[config.mk]
export PLATFORM = sky130hd
export DESIGN_NAME = lcr_gap_scan
export DESIGN_NICKNAME = d
export VERILOG_FILES = /design/src/rtl/core/lcr_pkg.sv /design/src/rtl/core/lcr_gap_scan.sv
export SDC_FILE = /design/constraint.sdc
export NUM_CORES = 1
export LEC_CHECK = 0
export BUFFER_PORTS_ARGS = -buffer_cell sky130_fd_sc_hd__clkbuf_2
export CORE_MARGIN = 4
export CORE_UTILIZATION = 33
export DETAILED_ROUTE_END_ITERATION = 10
export HOLD_SLACK_MARGIN = 0.06
export PLACE_DENSITY = 0.52
export SLEW_MARGIN = 20
export SYNTH_ARGS = -nofsm -noshare
export SYNTH_HDL_FRONTEND = slang
export SYNTH_SLANG_ARGS = --single-unit
[constraint.sdc]
create_clock -name clk -period 4.8 [get_ports clk]
set_input_delay 0.48 -clock clk [delete_from_list [all_inputs] [get_ports clk]]
set_output_delay 0.48 -clock clk [all_outputs]
set_load 0.02 [all_outputs]
[src/rtl/core/lcr_pkg.sv]
`default_nettype none

package lcr_pkg;

	// Store depth and coordinate widths.
	localparam int LAMPS = 1024;
	localparam int POS_W = 32;
	localparam int OUT_W = POS_W + 1;

	// Scan controller codes.
	localparam logic ST_IDLE = 1'b0;
	localparam logic ST_SCAN = 1'b1;

	// Broadcast control for the row of sorting cells.
	typedef struct packed {
		logic             insert;
		logic             shift;
		logic [POS_W-1:0] pos;
	} cell_ctrl_t;

	// Control for the gap scanner at the head of the row.
	typedef struct packed {
		logic load;
		logic step;
	} scan_ctrl_t;

endpackage

`default_nettype wire

[src/rtl/core/lcr_gap_scan.sv]
`default_nettype none

module lcr_gap_scan
	import lcr_pkg::*;
(
	input  wire logic             clk,
	input  wire scan_ctrl_t       ctrl,
	input  wire logic [POS_W-1:0] head_val,
	input  wire logic [POS_W-1:0] street_length,
	output logic [OUT_W-1:0]      result
);

	logic [OUT_W-1:0] best_q;
	logic [POS_W-1:0] prev_q;
	logic [POS_W-1:0] gap;
	logic [OUT_W-1:0] end_term;

	assign gap = head_val - prev_q;

	// Running maximum; the first term is twice the lowest position.
	always_ff @(posedge clk) begin
		if (ctrl.load) begin
			best_q <= {head_val, 1'b0};
			prev_q <= head_val;
		end else if (ctrl.step) begin
			if ({1'b0, gap} > best_q) begin
				best_q <= {1'b0, gap};
			end
			prev_q <= head_val;
		end
	end

	// The end term uses the highest position, clamped at zero past the street end.
	always_comb begin
		end_term = '0;
		if (street_length > prev_q) begin
			end_term = {street_length - prev_q, 1'b0};
		end
		result = (end_term > best_q) ? end_term : best_q;
	end

endmodule

`default_nettype wire

Word-level counts from Yosys, hierarchy flattened. Index checks and enable logic that the tools add are counted.

Bits of input ports: 67. Register bits after elaboration: 65. Output and inout bits: 33.

Reduce and logical (&&, ||, !) cells: 4. Mux-type cells: 7. Add/subtract/negate cells: 2. Magnitude comparators: 3.

Operators by type and width (number): $mux W33 (5); $mux W32 (2); $sub A32 B32 Y32 (2); $gt A32 B33 Y1 (1); $gt A33 B33 Y1 (1); $gt A32 B32 Y1 (1); $reduce_and A2 Y1 (2); $reduce_bool A2 Y1 (2).

Depth between registers and ports, before layout.
Depth after elaboration: 5. Gate-level depth with buffers: 24. Mapped depth without buffers: 21.

Least setup slack after synthesis. Ideal clock, no wire load.

Path type: input to output. Start point: input port street_length[0]. End point: output port result[2]. Buffers on the path: 4. Arrival: 4.746 ns. Stages on the path: 23. Slack: -0.426 ns. Cells stage by stage: inv_1 ha_1 inv_1 fa_1 nand3_1 a21oi_1 nor2_1 o41ai_2 a21oi_1 o21ai_1 buf_2 clkbuf_1 and2_1 ha_1 a21oi_1 nor2_1 a211oi_1 o221ai_1 a2111oi_0 o31ai_1 buf_4 buf_2 o21ai_0.

Word-level cells in the longest chain between the ends: 4. Elaborated cells between the ends (all ways): 5. Those cells by class: 1 x add/sub; 2 x order compare; 2 x mux.

RTL lines: from (decl) (RTL line lcr_gap_scan.sv:9) `input wire logic [POS_W-1:0] street_length,`; $sub A32 B32 Y32 or $gt A32 B32 Y1 (tied branches) (RTL line lcr_gap_scan.sv:37, lcr_gap_scan.sv:36); $mux W33 * (RTL line lcr_gap_scan.sv:36) `if (street_length > prev_q) begin`; $gt A33 B33 Y1 (RTL line lcr_gap_scan.sv:39) `result = (end_term > best_q) ? end_term : best_q;`; $mux W33 * (RTL line lcr_gap_scan.sv:39); to (decl) (RTL line lcr_gap_scan.sv:10) `output logic [OUT_W-1:0] result`.

Mark *: on every way between the ends. The rest lies on a longest branch, timed or not.

Worst setup path in the final report.
Start point: register prev_q[22]. End point: output port result[29].

Word-level cells in the longest chain between the ends: 4. Elaborated cells between the ends (all ways): 5. Those cells by class: 1 x add/sub; 2 x order compare; 2 x mux.

RTL lines: from (decl) (RTL line lcr_gap_scan.sv:14) `logic [POS_W-1:0] prev_q;`; from (signal assigned) (RTL line lcr_gap_scan.sv:24) `prev_q <= head_val;`; from (signal assigned) (RTL line lcr_gap_scan.sv:29) `prev_q <= head_val;`; $sub A32 B32 Y32 or $gt A32 B32 Y1 (tied branches) (RTL line lcr_gap_scan.sv:37, lcr_gap_scan.sv:36); $mux W33 * (RTL line lcr_gap_scan.sv:36); $gt A33 B33 Y1 (RTL line lcr_gap_scan.sv:39); $mux W33 * (RTL line lcr_gap_scan.sv:39).

Marked as above.

==> impl_metrics.toml <==
[outcome]
outcome = "complete, but fails checks"
violations = "setup timing"

[placed_design]
hpwl_mm = 24.40
gp_congestion = 0.8813
io_buffers = 99

[floorplanning]
core_um2 = 24390
dieArea_um2 = 27490
rows = 57
initial_core_util = 0.3369
io_pins = 100
die_width_um = 165.8
die_h_um = 165.8

[sta]
maxSlewViolCount = 0
relSlewSlack = 0.3436
rsz0062_at_grt = "yes"
final.setup.worst_slack_ps = -606.0
hold_viol = 0
setup_tns_ps = -16410
min_period_over_period = 1.126
worst_pin_slew_ps = 984.6
setup_violations = 33
min_period_ps = 5406
fmaxAchievable_ghz = 0.1850
skew_ps = 9.025

[route]
firstDrtPassIters = 5
vias_per_cell = 5.358
dr_total_vias = 9002
drc_errors = 0
drt-initial-drc-count = 550
drt-total-wl_mm = 31.68
drt-wirelength-per-cell_um = 18.86
ant_nets = 0

[critical_path]
r2r_end = "best_q[28]"
cp.required_ps = 4320
reg2reg_from = "prev_q[0]"
r2r_slack_ps = 70
reg2regPathDepth = 22
cp_max_fo = 12
cp.arrival_ps = 4930
crit_type = "flop to output pin"
cp-start-kind = "flop"
end_kind = "output pin"

[cts]
clock_latency_ps = 340
htree_levels = 3
cts-root-buf = "clkbuf_16"
clk_pin_slew_worst_paths_ps = 50
hold_buffers = 0
cts.sinks = 65
clock_path_buffers = 2
cts_made_buffers = 9
cts_tree = "yes"

[global_route]
grt_pass1_wl_mm = 48.11
overflow = 0
grtUsageTotal = 0.2170
first_global_vias = 8955
antenna_found_initial = 1
grt_max_degree = 41

[synth]
avgSynthCellArea_um2 = 8.276
yosys_warnings = 0
ys_types = 76
ys_seq_elements = 65
synth-main-ff-cell = "edfxtp_1"
syn_nets = 1189
seq_area_frac_synth = 0.2363
async_flop_share = 0
syn_inst = 993
synth_area_um2 = 8218
synth_edf_count = 64

[layout]
n_antenna_cell = 0
drive_gt1_frac = 0.4358
area_delta_synth_final_pct = 57.42
finalNetCount = 1548
final_core_util = 0.5304
final_cell_mix = "buf_4 (260), ha_1 (108), nand2_1 (71), inv_1 (71)"
final_common_cell = "buf_4"

[flow_run]
drv_cap = 0

[power]
power_leakage_uw = 0.005889
ir_drop_mv = 0.1516
power_density_nw_per_um2 = 360.4

[worst_hold_path]
hold_path.class = "input pin to flop"
worstHoldEndpoint = "prev_q[0]"
min_from = "head_val[0]"
hold_depth = 1
worst max-delay path: stages (launching register included):
cell and delay, ps:
edfxtp_1 360, inv_1 200, ha_1 290, and3_1 200, and2_1 170, nor3b_2 160, buf_4 140, nand4_1 190
nand3_2 160, o21ai_4 230, buf_12 140, buf_16 120, buf_8 140, and2_1 130, ha_1 240, a21oi_2 150
o21ai_1 80, buf_4 150, a2111oi_4 430, o31ai_4 90, buf_4 150, buf_12 140, buf_8 130, buf_6 120
o21ai_2 130, clkbuf_8 160
worst max path at each step:
stage,start,end,slack (ps)
finish,prev_q[22],result[29],-610
global route,prev_q[12],result[29],-740
CTS,prev_q[0],result[26],-600
detailed placement,street_length[1],result[4],-770
global placement,street_length[1],result[4],-740
floorplan,street_length[0],result[23],9
flip-flops by register name (all words and copies together), names as in the netlist:
register	count
prev_q	32
best_q	33
layer usage:
layer / vias up / share of wire / routed length (µm) / GRT usage
li1: 4412 / - / - / -
met3: 44 / 0.042 / 1319 / 0.02880
met5: - / 0 / 0 / 0
met4: 0 / 0.021 / 653 / 0.05595
met2: 240 / 0.47 / 14760 / 0.3583
met1: 4306 / 0.47 / 14950 / 0.3009
through the flow:
step	setup slack, ps	area [µm²]	power (µW)	instances	hold slack [ps]
2_1_floorplan	8.831	8305	2187	993	514.9
3_3_place_gp	-742.0	10900	3238	1617	578.0
3_5_place_dp	-770.0	10900	3257	1617	580.6
4_1_cts	-599.8	12130	4335	1658	344.4
5_1_grt	-743.7	12940	4940	1680	348.1
6_report	-606.0	12940	4662	1680	343.0
cell usage after synthesis (5+ instances only):
library cell    n  area [µm²]
a211o_1         5       43.79
a211oi_1       11       82.58
a21o_1         30       225.2
a21oi_1        86       430.4
a221o_1         5       50.05
a22o_1         15       131.4
a311oi_1        5       43.79
a31o_2          7       61.31
a31oi_1        13       81.33
and2_1         35       219.0
and3_1         12       75.07
buf_2          11       55.05
clkbuf_1       21       78.83
edfxtp_1       64        1922
ha_1          127        1589
inv_1          82       307.8
mux2_2          5       56.30
nand2_1        78       292.8
nand3_1        48       240.2
nand4_1        20       125.1
nor2_1         54       202.7
nor2b_1         8       50.05
nor3_1         12       60.06
o211ai_1        6       45.04
o21a_1         11       82.58
o21ai_0        77       385.4
o21ai_1         6       30.03
o21bai_1        5       37.54
o31ai_1         8       60.06
xnor2_1        28       245.2
xor2_1         25       219.0
what timing repair did:
| action | in CTS | in global routing |
|---|---|---|
| resized for setup | 142 | 168 |
| endpoints found under the setup margin | 76 | 95 |
| gates cloned | 4 | 0 |
| pin swaps | 37 | 69 |
| buffers inserted | 23 | 28 |
layout make-up:
cell class	count	area, µm²
clock buffer	10	229.0
clock inverter	5	47.55
fill	2269	11450
inverter	82	307.8
multi-input combinational	809	6853
sequential	65	1942
tap	324	405.4
timing repair buffer	385	3152
cells by family (layout without fill, tap and decap cells):
| family | after synthesis | in the layout | share of synthesized area |
|---|---|---|---|
| compound gates | 320 | 320 | 0.2547 |
| flops | 65 | 65 | 0.2363 |
| buf+inv | 119 | 482 | 0.05847 |
| xor+xnor | 53 | 53 | 0.05649 |
| mux | 6 | 6 | 0.008069 |
| fa+ha+maj | 129 | 129 | 0.1982 |
| simple gates | 301 | 301 | 0.1877 |
report_power, final:
group          leakage, µW  internal (µW)  switching [µW]  total, µW
Clock             0.000137            394             257        651
Sequential        0.000665            717            30.2        747
Combinational      0.00509           1590            1670       3260
Total              0.00589           2710            1960       4660
No activity file was read; power rests on OpenSTA's default activity.
