[config.mk]
export PLATFORM = sky130hd
export DESIGN_NAME = lcr_cell
export DESIGN_NICKNAME = d
export VERILOG_FILES = /design/src/rtl/core/lcr_pkg.sv /design/src/rtl/core/lcr_cell.sv
export SDC_FILE = /design/constraint.sdc
export NUM_CORES = 1
export LEC_CHECK = 0
export BUFFER_PORTS_ARGS = -buffer_cell sky130_fd_sc_hd__buf_2
export CORE_MARGIN = 2
export CORE_UTILIZATION = 49
export CTS_CLUSTER_DIAMETER = 100
export CTS_CLUSTER_SIZE = 24
export DETAILED_ROUTE_END_ITERATION = 6
export GPL_ROUTABILITY_DRIVEN = 0
export PLACE_DENSITY = 0.9
export SLEW_MARGIN = 20
export SYNTH_ARGS = -nofsm -noshare
export SYNTH_HDL_FRONTEND = slang
export SYNTH_SLANG_ARGS = --single-unit
[constraint.sdc]
create_clock -name clk -period 4.2 [get_ports clk]
set_input_delay 0.42 -clock clk [delete_from_list [all_inputs] [get_ports clk]]
set_output_delay 0.42 -clock clk [all_outputs]
set_load 0.01 [all_outputs]
[src/rtl/core/lcr_pkg.sv]
`default_nettype none

package lcr_pkg;

	// Store depth and coordinate widths.
	localparam int LAMPS = 1024;
	localparam int POS_W = 32;
	localparam int OUT_W = POS_W + 1;

	// Scan controller codes.
	localparam logic ST_IDLE = 1'b0;
	localparam logic ST_SCAN = 1'b1;

	// Broadcast control for the row of sorting cells.
	typedef struct packed {
		logic             insert;
		logic             shift;
		logic [POS_W-1:0] pos;
	} cell_ctrl_t;

	// Control for the gap scanner at the head of the row.
	typedef struct packed {
		logic load;
		logic step;
	} scan_ctrl_t;

endpackage

`default_nettype wire

[src/rtl/core/lcr_cell.sv]
`default_nettype none

module lcr_cell
	import lcr_pkg::*;
(
	input  wire logic             clk,
	input  wire logic             arst_n,
	input  wire cell_ctrl_t       ctrl,
	input  wire logic             left_gt,
	input  wire logic             left_occ,
	input  wire logic [POS_W-1:0] left_val,
	input  wire logic             right_occ,
	input  wire logic [POS_W-1:0] right_val,
	output logic                  gt,
	output logic                  occ,
	output logic [POS_W-1:0]      val
);

	logic             occ_q;
	logic [POS_W-1:0] val_q;

	// An empty cell counts as holding a value above any position.
	assign gt  = !occ_q || (val_q > ctrl.pos);
	assign occ = occ_q;
	assign val = val_q;

	// Occupancy flag.
	always_ff @(posedge clk or negedge arst_n) begin
		if (!arst_n) begin
			occ_q <= 1'b0;
		end else if (ctrl.shift) begin
			occ_q <= right_occ;
		end else if (ctrl.insert) begin
			occ_q <= occ_q | left_occ;
		end
	end

	// Stored position: move right past the new word, or take it, or drain left.
	always_ff @(posedge clk) begin
		if (ctrl.shift) begin
			val_q <= right_val;
		end else if (ctrl.insert && gt) begin
			val_q <= left_gt ? left_val : ctrl.pos;
		end
	end

endmodule

`default_nettype wire

# Yosys cells after proc, flatten, opt, wreduce, memory -nomap -nowiden
# Index checks and enable logic that the tools add are counted.
[word_totals]
register_bits = 33
inputBits = 103
mem_count = 0
rom_bits = 0
output_inout_bits = 34
elab_cells = 14
latch_bits = 0
ramBits = 0
[op_classes]
reduce_logical = 5
bitwise = 1
div = 0
muxes = 5
add_sub_neg = 0
order_cmp = 1
mul = 0
shifts = 0
n_eq_ne = 0
[ops]
columns = ["cell", "n"]
rows = [
  ["$mux W32", 3],
  ["$gt A32 B32 Y1", 1],
  ["$reduce_bool A2 Y1", 2],
  ["$mux W1", 2],
  ["$logic_and A1 B1 Y1", 1],
  ["$logic_not A1 Y1", 1],
  ["$logic_or A1 B1 Y1", 1],
  ["$or A1 B1 Y1", 1],
]

# Depth between registers and ports, before layout
# Gate-level depths: netlist of the first run.
[depth]
ltp_word = 5
ltp_mapped = 7
ltp_nobuf = 7

# Worst setup path before layout of the first run
# OpenSTA, ideal clock, no wires.
[synth_timing]
path_type = "register to register"
start = "register val_q[1], in the netlist val[1]"
end = "register val_q[0], in the netlist val[0], enable pin"
synth_period_minus_slack_ns = 2.833
t_arrival_ns = 2.432
setup_time_ns = 0.402
stages_incl_launch_ff = 7
path_buffers = 0
setup_slack_ns = 1.367
required_ns = 3.798
cell_sequence = "edfxtp_1 ha_1 nor2b_4 o211ai_2 a2111oi_2 o31ai_1 a41oi_2"
[synth_via]
elab_chain_len = 4
[synth_rtl]
columns = ["item", "line", "text"]
rows = [
  ["start: declaration", "lcr_cell.sv:20", "logic [POS_W-1:0] val_q;"],
  ["start signal: assignment", "lcr_cell.sv:41", "val_q <= right_val;"],
  ["start signal: assignment", "lcr_cell.sv:43", "val_q <= left_gt ? left_val : ctrl.pos;"],
  ["$gt A32 B32 Y1", "lcr_cell.sv:23", "assign gt = !occ_q || (val_q > ctrl.pos);"],
  ["$logic_or A1 B1 Y1", "lcr_cell.sv:23", ""],
  ["$logic_and A1 B1 Y1", "lcr_cell.sv:42", "end else if (ctrl.insert && gt) begin"],
  ["$reduce_bool A2 Y1 (no source line)", "n/a", ""],
]
# No other way between the ends.
# A chain may end at the register's enable or synchronous reset.

# Worst setup path in the final report of the first run
[layout_timing]
start = "register val_q[23], in the netlist val[23]"
end = "register val_q[26], in the netlist val[26], enable pin"
# The elaborated chain is that of the path after synthesis.

==> results of run 1 <==
[through the flow]
stage | hold WS, ns | worst slack, ns | std cells
after CTS | 0.3502 | 1.440 | 465
after floorplan | 0.1244 | 1.367 | 259
after global placement | 0.1954 | 1.356 | 456
after detailed placement | 0.1958 | 1.321 | 456
final | 0.3538 | 1.482 | 465
after global routing | 0.3688 | 1.282 | 465
[registers in the layout (all words and copies together) (netlist names)]
name  count
val      32
occ       1
[metal layers]
metal | global-route usage, % | wire length, um | share of wire (%) | vias up
li1 | - | - | - | 1207
met1 | 25.31 | 2538 | 41 | 1080
met2 | 40.04 | 3171 | 51 | 84
met4 | 8.577 | 112 | 1.8 | 0
met3 | 5.026 | 385 | 6.2 | 11
met5 | 0 | 0 | 0 | -
[layout make-up]
class | instances | area [um^2] | area share (%)
multi-input cells | 182 | 1375 | 40.63
flip-flops and latches | 33 | 985.9 | 29.13
repair buffers | 139 | 705.7 | 20.85
inverters | 33 | 123.9 | 3.660
well taps | 70 | 87.58 | 2.588
clock buffers | 6 | 72.57 | 2.144
clock inverters | 2 | 33.78 | 0.9982
[where the power goes]
part	switching [uW]	internal, uW
logic	165	141
registers	22.3	412
clock network	115	175
total	302	728
[cell usage in the layout, fill, tap and decap left out, types with 2 or more instances in the layout]
master,count
a21o_1,3
mux2i_1,32
o21ai_1,33
edfxtp_1,32
ha_1,32
nand2_1,37
o21ai_0,2
a21oi_1,13
clkbuf_8,5
nand3_1,4
nor2_1,2
buf_4,2
nand4_1,7
buf_2,136
inv_1,33
[tightest hold or removal path, stage by stage]
cell and delay (ns):
buf_2 0.08, nand2_1 0.04, o21ai_1 0.06
[how the worst max path moves through the flow]
stage	start	end
2_1_floorplan	val[1]	val[0]
5_1_grt	val[23]	val[6]
6_report	val[23]	val[26]
3_3_place_gp	ctrl[23]	val[6]
4_1_cts	val[23]	val[27]
3_5_place_dp	ctrl[19]	val[6]
[kinds of logic after synthesis]
| family | synth area share (%) |
|---|---|
| muxes | 12.67 |
| adders and majority gates | 15.84 |
| buffers and inverters | 7.029 |
| DFF | 39.01 |
| AOI/OAI and AO/OA | 14.90 |
| and+or+nand+nor | 10.54 |
==> results.toml, run 1 <==
[worst_setup_path]
path_cells = "ha_1, nand4_1, nor4_2, o31ai_1, a41oi_4, buf_4"
path_max_fanout = 18
cp-start-kind = "flop"
end_kind = "flop"
r2r_start = "val[23]"
max_stage_delay_ns = 0.56
crit_arrival_ns = 2.69
r2r_cells = 6
ff2ff_setup_slack_ns = 1.48
cpLargestDelayFamily = "compound AO/OA/AOI/OAI gates"
worst-path-stages = 6
slowest_stage = "a41oi_4"
critPathRequiredTime_ns = 4.17
r2r-end = "val[26]"
path_class = "flop to flop"
critPathBufInv = 1

[global_route]
grt_antenna_before_repair = 0
grt_max_degree = 44
grt_pass1_wl_mm = 9.563
grt_pass1_vias = 2242
gr-total-overflow = 0
grtUsageTotal_pct = 22.19

[floorplan]
core_area_um2 = 5042
rows = 26
die-area_um2 = 5749
die_h_um = 75.82
ios = 137
die_w_um = 75.82
initial_core_util_pct = 50.12

[clock_network]
cts_resized = 0
htreeDepth = 2
cts_made_buffers = 5
clkSinkCount = 33
clk_pin_slew_ns = 0.07
cts_root_buffer = "clkbuf_8"
cts_max_path_buffers = 2
postCtsHoldBufs = 1
cts_tree = "built"
clkLatencyLatePin_ns = 0.28
postCtsSetupBuffers = 0

[flow_run]
drv_cap = 0

[min_path]
worstHoldStart = "right_occ"
whs_path_depth = 3
min_to = "occ"
min_path_type = "input pin to flop"

[sta]
tightest_slew_ns = 0.9868
clock.fmax_mhz = 367.9
finalCritPeriodShare_pct = 64.72
report.final.hold_viol_count = 0
post-route-min-period_ns = 2.718
rsz0062_at_grt = "no"
final.setup.tns_ns = 0
skew_ns = 0.004026
finalSetupViolations = 0
relSlewSlack_pct = 34.21
slew_violations = 0

[logic_synthesis]
synth_nets = 394
yosys.cell_types.count = 34
ys_async_sr_fraction_pct = 3.030
yosysMostFrequentCell = "nand2_1"
synth_area_leader_cell = "edfxtp_1"
yosysWarnings = 0
syn_avg_cell_area_um2 = 9.758
netlist_instances = 259
synth_edf_count = 32
yosysSeqAreaShare_pct = 39.01
synth_flop_cell = "edfxtp_1"
netlist_area_um2 = 2527
ys_seq_elements = 33
synth_top_area_share_pct = 38.02
yosys-top-cells-area = "edfxtp_1, ha_1, mux2i_1, o21ai_1, nand2_1"
yosys-top-cells-count = "nand2_1, inv_1, o21ai_1"

[detailed_routing]
via_per_inst = 5.123
drc_errors = 0
routed_wl_mm = 6.207
drt.antenna.violating_nets = 0
wl_per_cell_um = 13.35
drtIter0Drc = 126
drt_pass1_iterations = 4
dr_total_vias = 2382

[place]
dpl-instance-area_um2 = 3268
dp_hpwl_mm = 5.054
port_buffers = 136

[pwr]
p_leak_uw = 0.001789
fin_total_pwr_uw = 1031
cellPowerDensity_nw_per_um2 = 304.5
ir_worst_vdd_uv = 192.8

[final_layout]
drive_gt1_share_pct = 38.48
nets = 529
final_area_um2 = 3385
antenna_cells = 0
syn_to_final_growth_pct = 33.91
fill_cells = 407
final_util_pct = 67.12

[run_status]
status = "finished clean"
Power figures use the tool's default switching activity.
==> inputs of run 2 (changes only) <==
Settings changed: CORE_UTILIZATION 49 to 45, PLACE_DENSITY 0.9 to 0.84.
Clock period 4.2 ns to 2.54 ns, I/O delays scaled along.
==> results.toml, run 2 (synthesized netlist as in run 1, its figures left out) <==
[pwr]
cellPowerDensity_nw_per_um2 = 503.6
ir_worst_vdd_uv = 362.8
p_leak_uw = 0.001830

[detailed_routing]
wl_met3_um = 364
top_layer = "met4"
drtIter0Drc = 97
drc_errors = 0
drt.antenna.violating_nets = 0
drt_pass1_iterations = 4
routed_wl_mm = 6.565
dr_total_vias = 2385
wl_met1_mm = 2.632
dr_wl_met2_mm = 3.398
via_per_inst = 5.042
wl_per_cell_um = 13.88

[floorplan]
initial_core_util_pct = 46.18
die_w_um = 78.95
ios = 137
core_area_um2 = 5473
die-area_um2 = 6232
rows = 27
die_h_um = 78.95

[sta]
post-route-min-period_ns = 2.479
finalSetupViolations = 0
skew_ns = 0.008027
finalCritPeriodShare_pct = 97.59
relSlewSlack_pct = 63.68
slew_violations = 0
tightest_slew_ns = 0.5448
clock.fmax_mhz = 403.4
fin_ws_ns = 0.06117
report.final.hold_viol_count = 0

[worst_setup_path]
path_max_fanout = 3
path_class = "flop to primary output"
critPathRequiredTime_ns = 2.29
r2r-end = "val[6]"
crit_arrival_ns = 2.22
ff2ff_setup_slack_ns = 0.27
cp-start-kind = "flop"
end_kind = "primary output"
r2r_cells = 7
r2r_start = "val[23]"

[final_layout]
final_cells = 473
drive_gt1_share_pct = 40.65
layout_common_cells = "buf_2, nand2_1, o21ai_1, inv_1"
nets = 535
final_common_cell = "buf_2"
antenna_cells = 0
largest_register_ffs = 32
syn_to_final_growth_pct = 38.71

[place]
dp_cells = 460
dp_hpwl_mm = 5.225
dp_slack_ns = 0.2616
port_buffers = 136

[min_path]
min_path_type = "input pin to flop"
whs_path_depth = 3
worstHoldStart = "right_occ"
min_to = "occ"

[clock_network]
cts_tree = "built"
clkSinkCount = 33
cts_made_buffers = 5
htreeDepth = 2
cts_max_path_buffers = 2
clk_pin_slew_ns = 0.07
cts_root_buffer = "clkbuf_8"
clkLatencyLatePin_ns = 0.29

[global_route]
grt_antenna_before_repair = 0
grt_pass1_wl_mm = 10.16
grt_max_degree = 49
grt_pass1_vias = 2250
grtUsageTotal_pct = 20.96
gr-total-overflow = 0

[run_status]
status = "finished clean"

[flow_run]
drv_cap = 0
## run 2: layer usage
metal | up-vias | track usage, %
met5 | - | 0
met4 | 0 | 7.241
met1 | 1065 | 24.47
met2 | 86 | 38.89
li1 | 1220 | -
met3 | 14 | 3.295
## run 2: power breakdown
part / total (uW) / switching (uW) / internal (uW)
sequential: 721 / 38.9 / 682
clock: 507 / 187 / 320
combinational: 538 / 288 / 250
## run 2: metrics by stage
stage           TNS [ns]  cell area [um^2]  hold slack, ns  utilization [%]  power (uW)
6_report               0              3506          0.2402            64.06        1766
5_1_grt        -0.007320              3506          0.2489            64.06        1879
4_1_cts                0              3412          0.1908            62.35        1756
3_5_place_dp           0              3286         0.03877            60.04        1244
3_3_place_gp           0              3286         0.04103            60.04        1222
2_1_floorplan          0              2539        -0.04159                -        1022
## run 2: repair_timing
item	in CTS	in global routing
setup buffers	0	4
resized for setup	0	7
hold buffers	1	0
hold endpoints to repair	1	0
setup endpoints to repair	0	1
## run 2: area by class of cell
type | instances | area (um^2)
fill | 460 | 1967
multi-input combinational | 182 | 1439
sequential | 33 | 985.9
timing repair buffer | 145 | 750.7
inverter | 33 | 123.9
tap | 72 | 90.09
clock buffer | 7 | 86.33
clock inverter | 1 | 30.03
## run 2: worst max path at each step
stage,from,end,cells after the start
CTS,val[23],gt,7
global placement,val[23],val[16],6
detailed placement,val[22],val[5],6
global route,val[11],gt,6
finish,val[23],gt,7
floorplan,val[1],val[0],6
## run 2: worst max-delay path, cell delays in order, from the launching register on
cell,delay [ns]
edfxtp_1,0.39
ha_1,0.32
a21oi_1,0.14
o21ai_1,0.11
a221o_1,0.31
a211oi_2,0.33
a31oi_1,0.16
buf_2,0.17
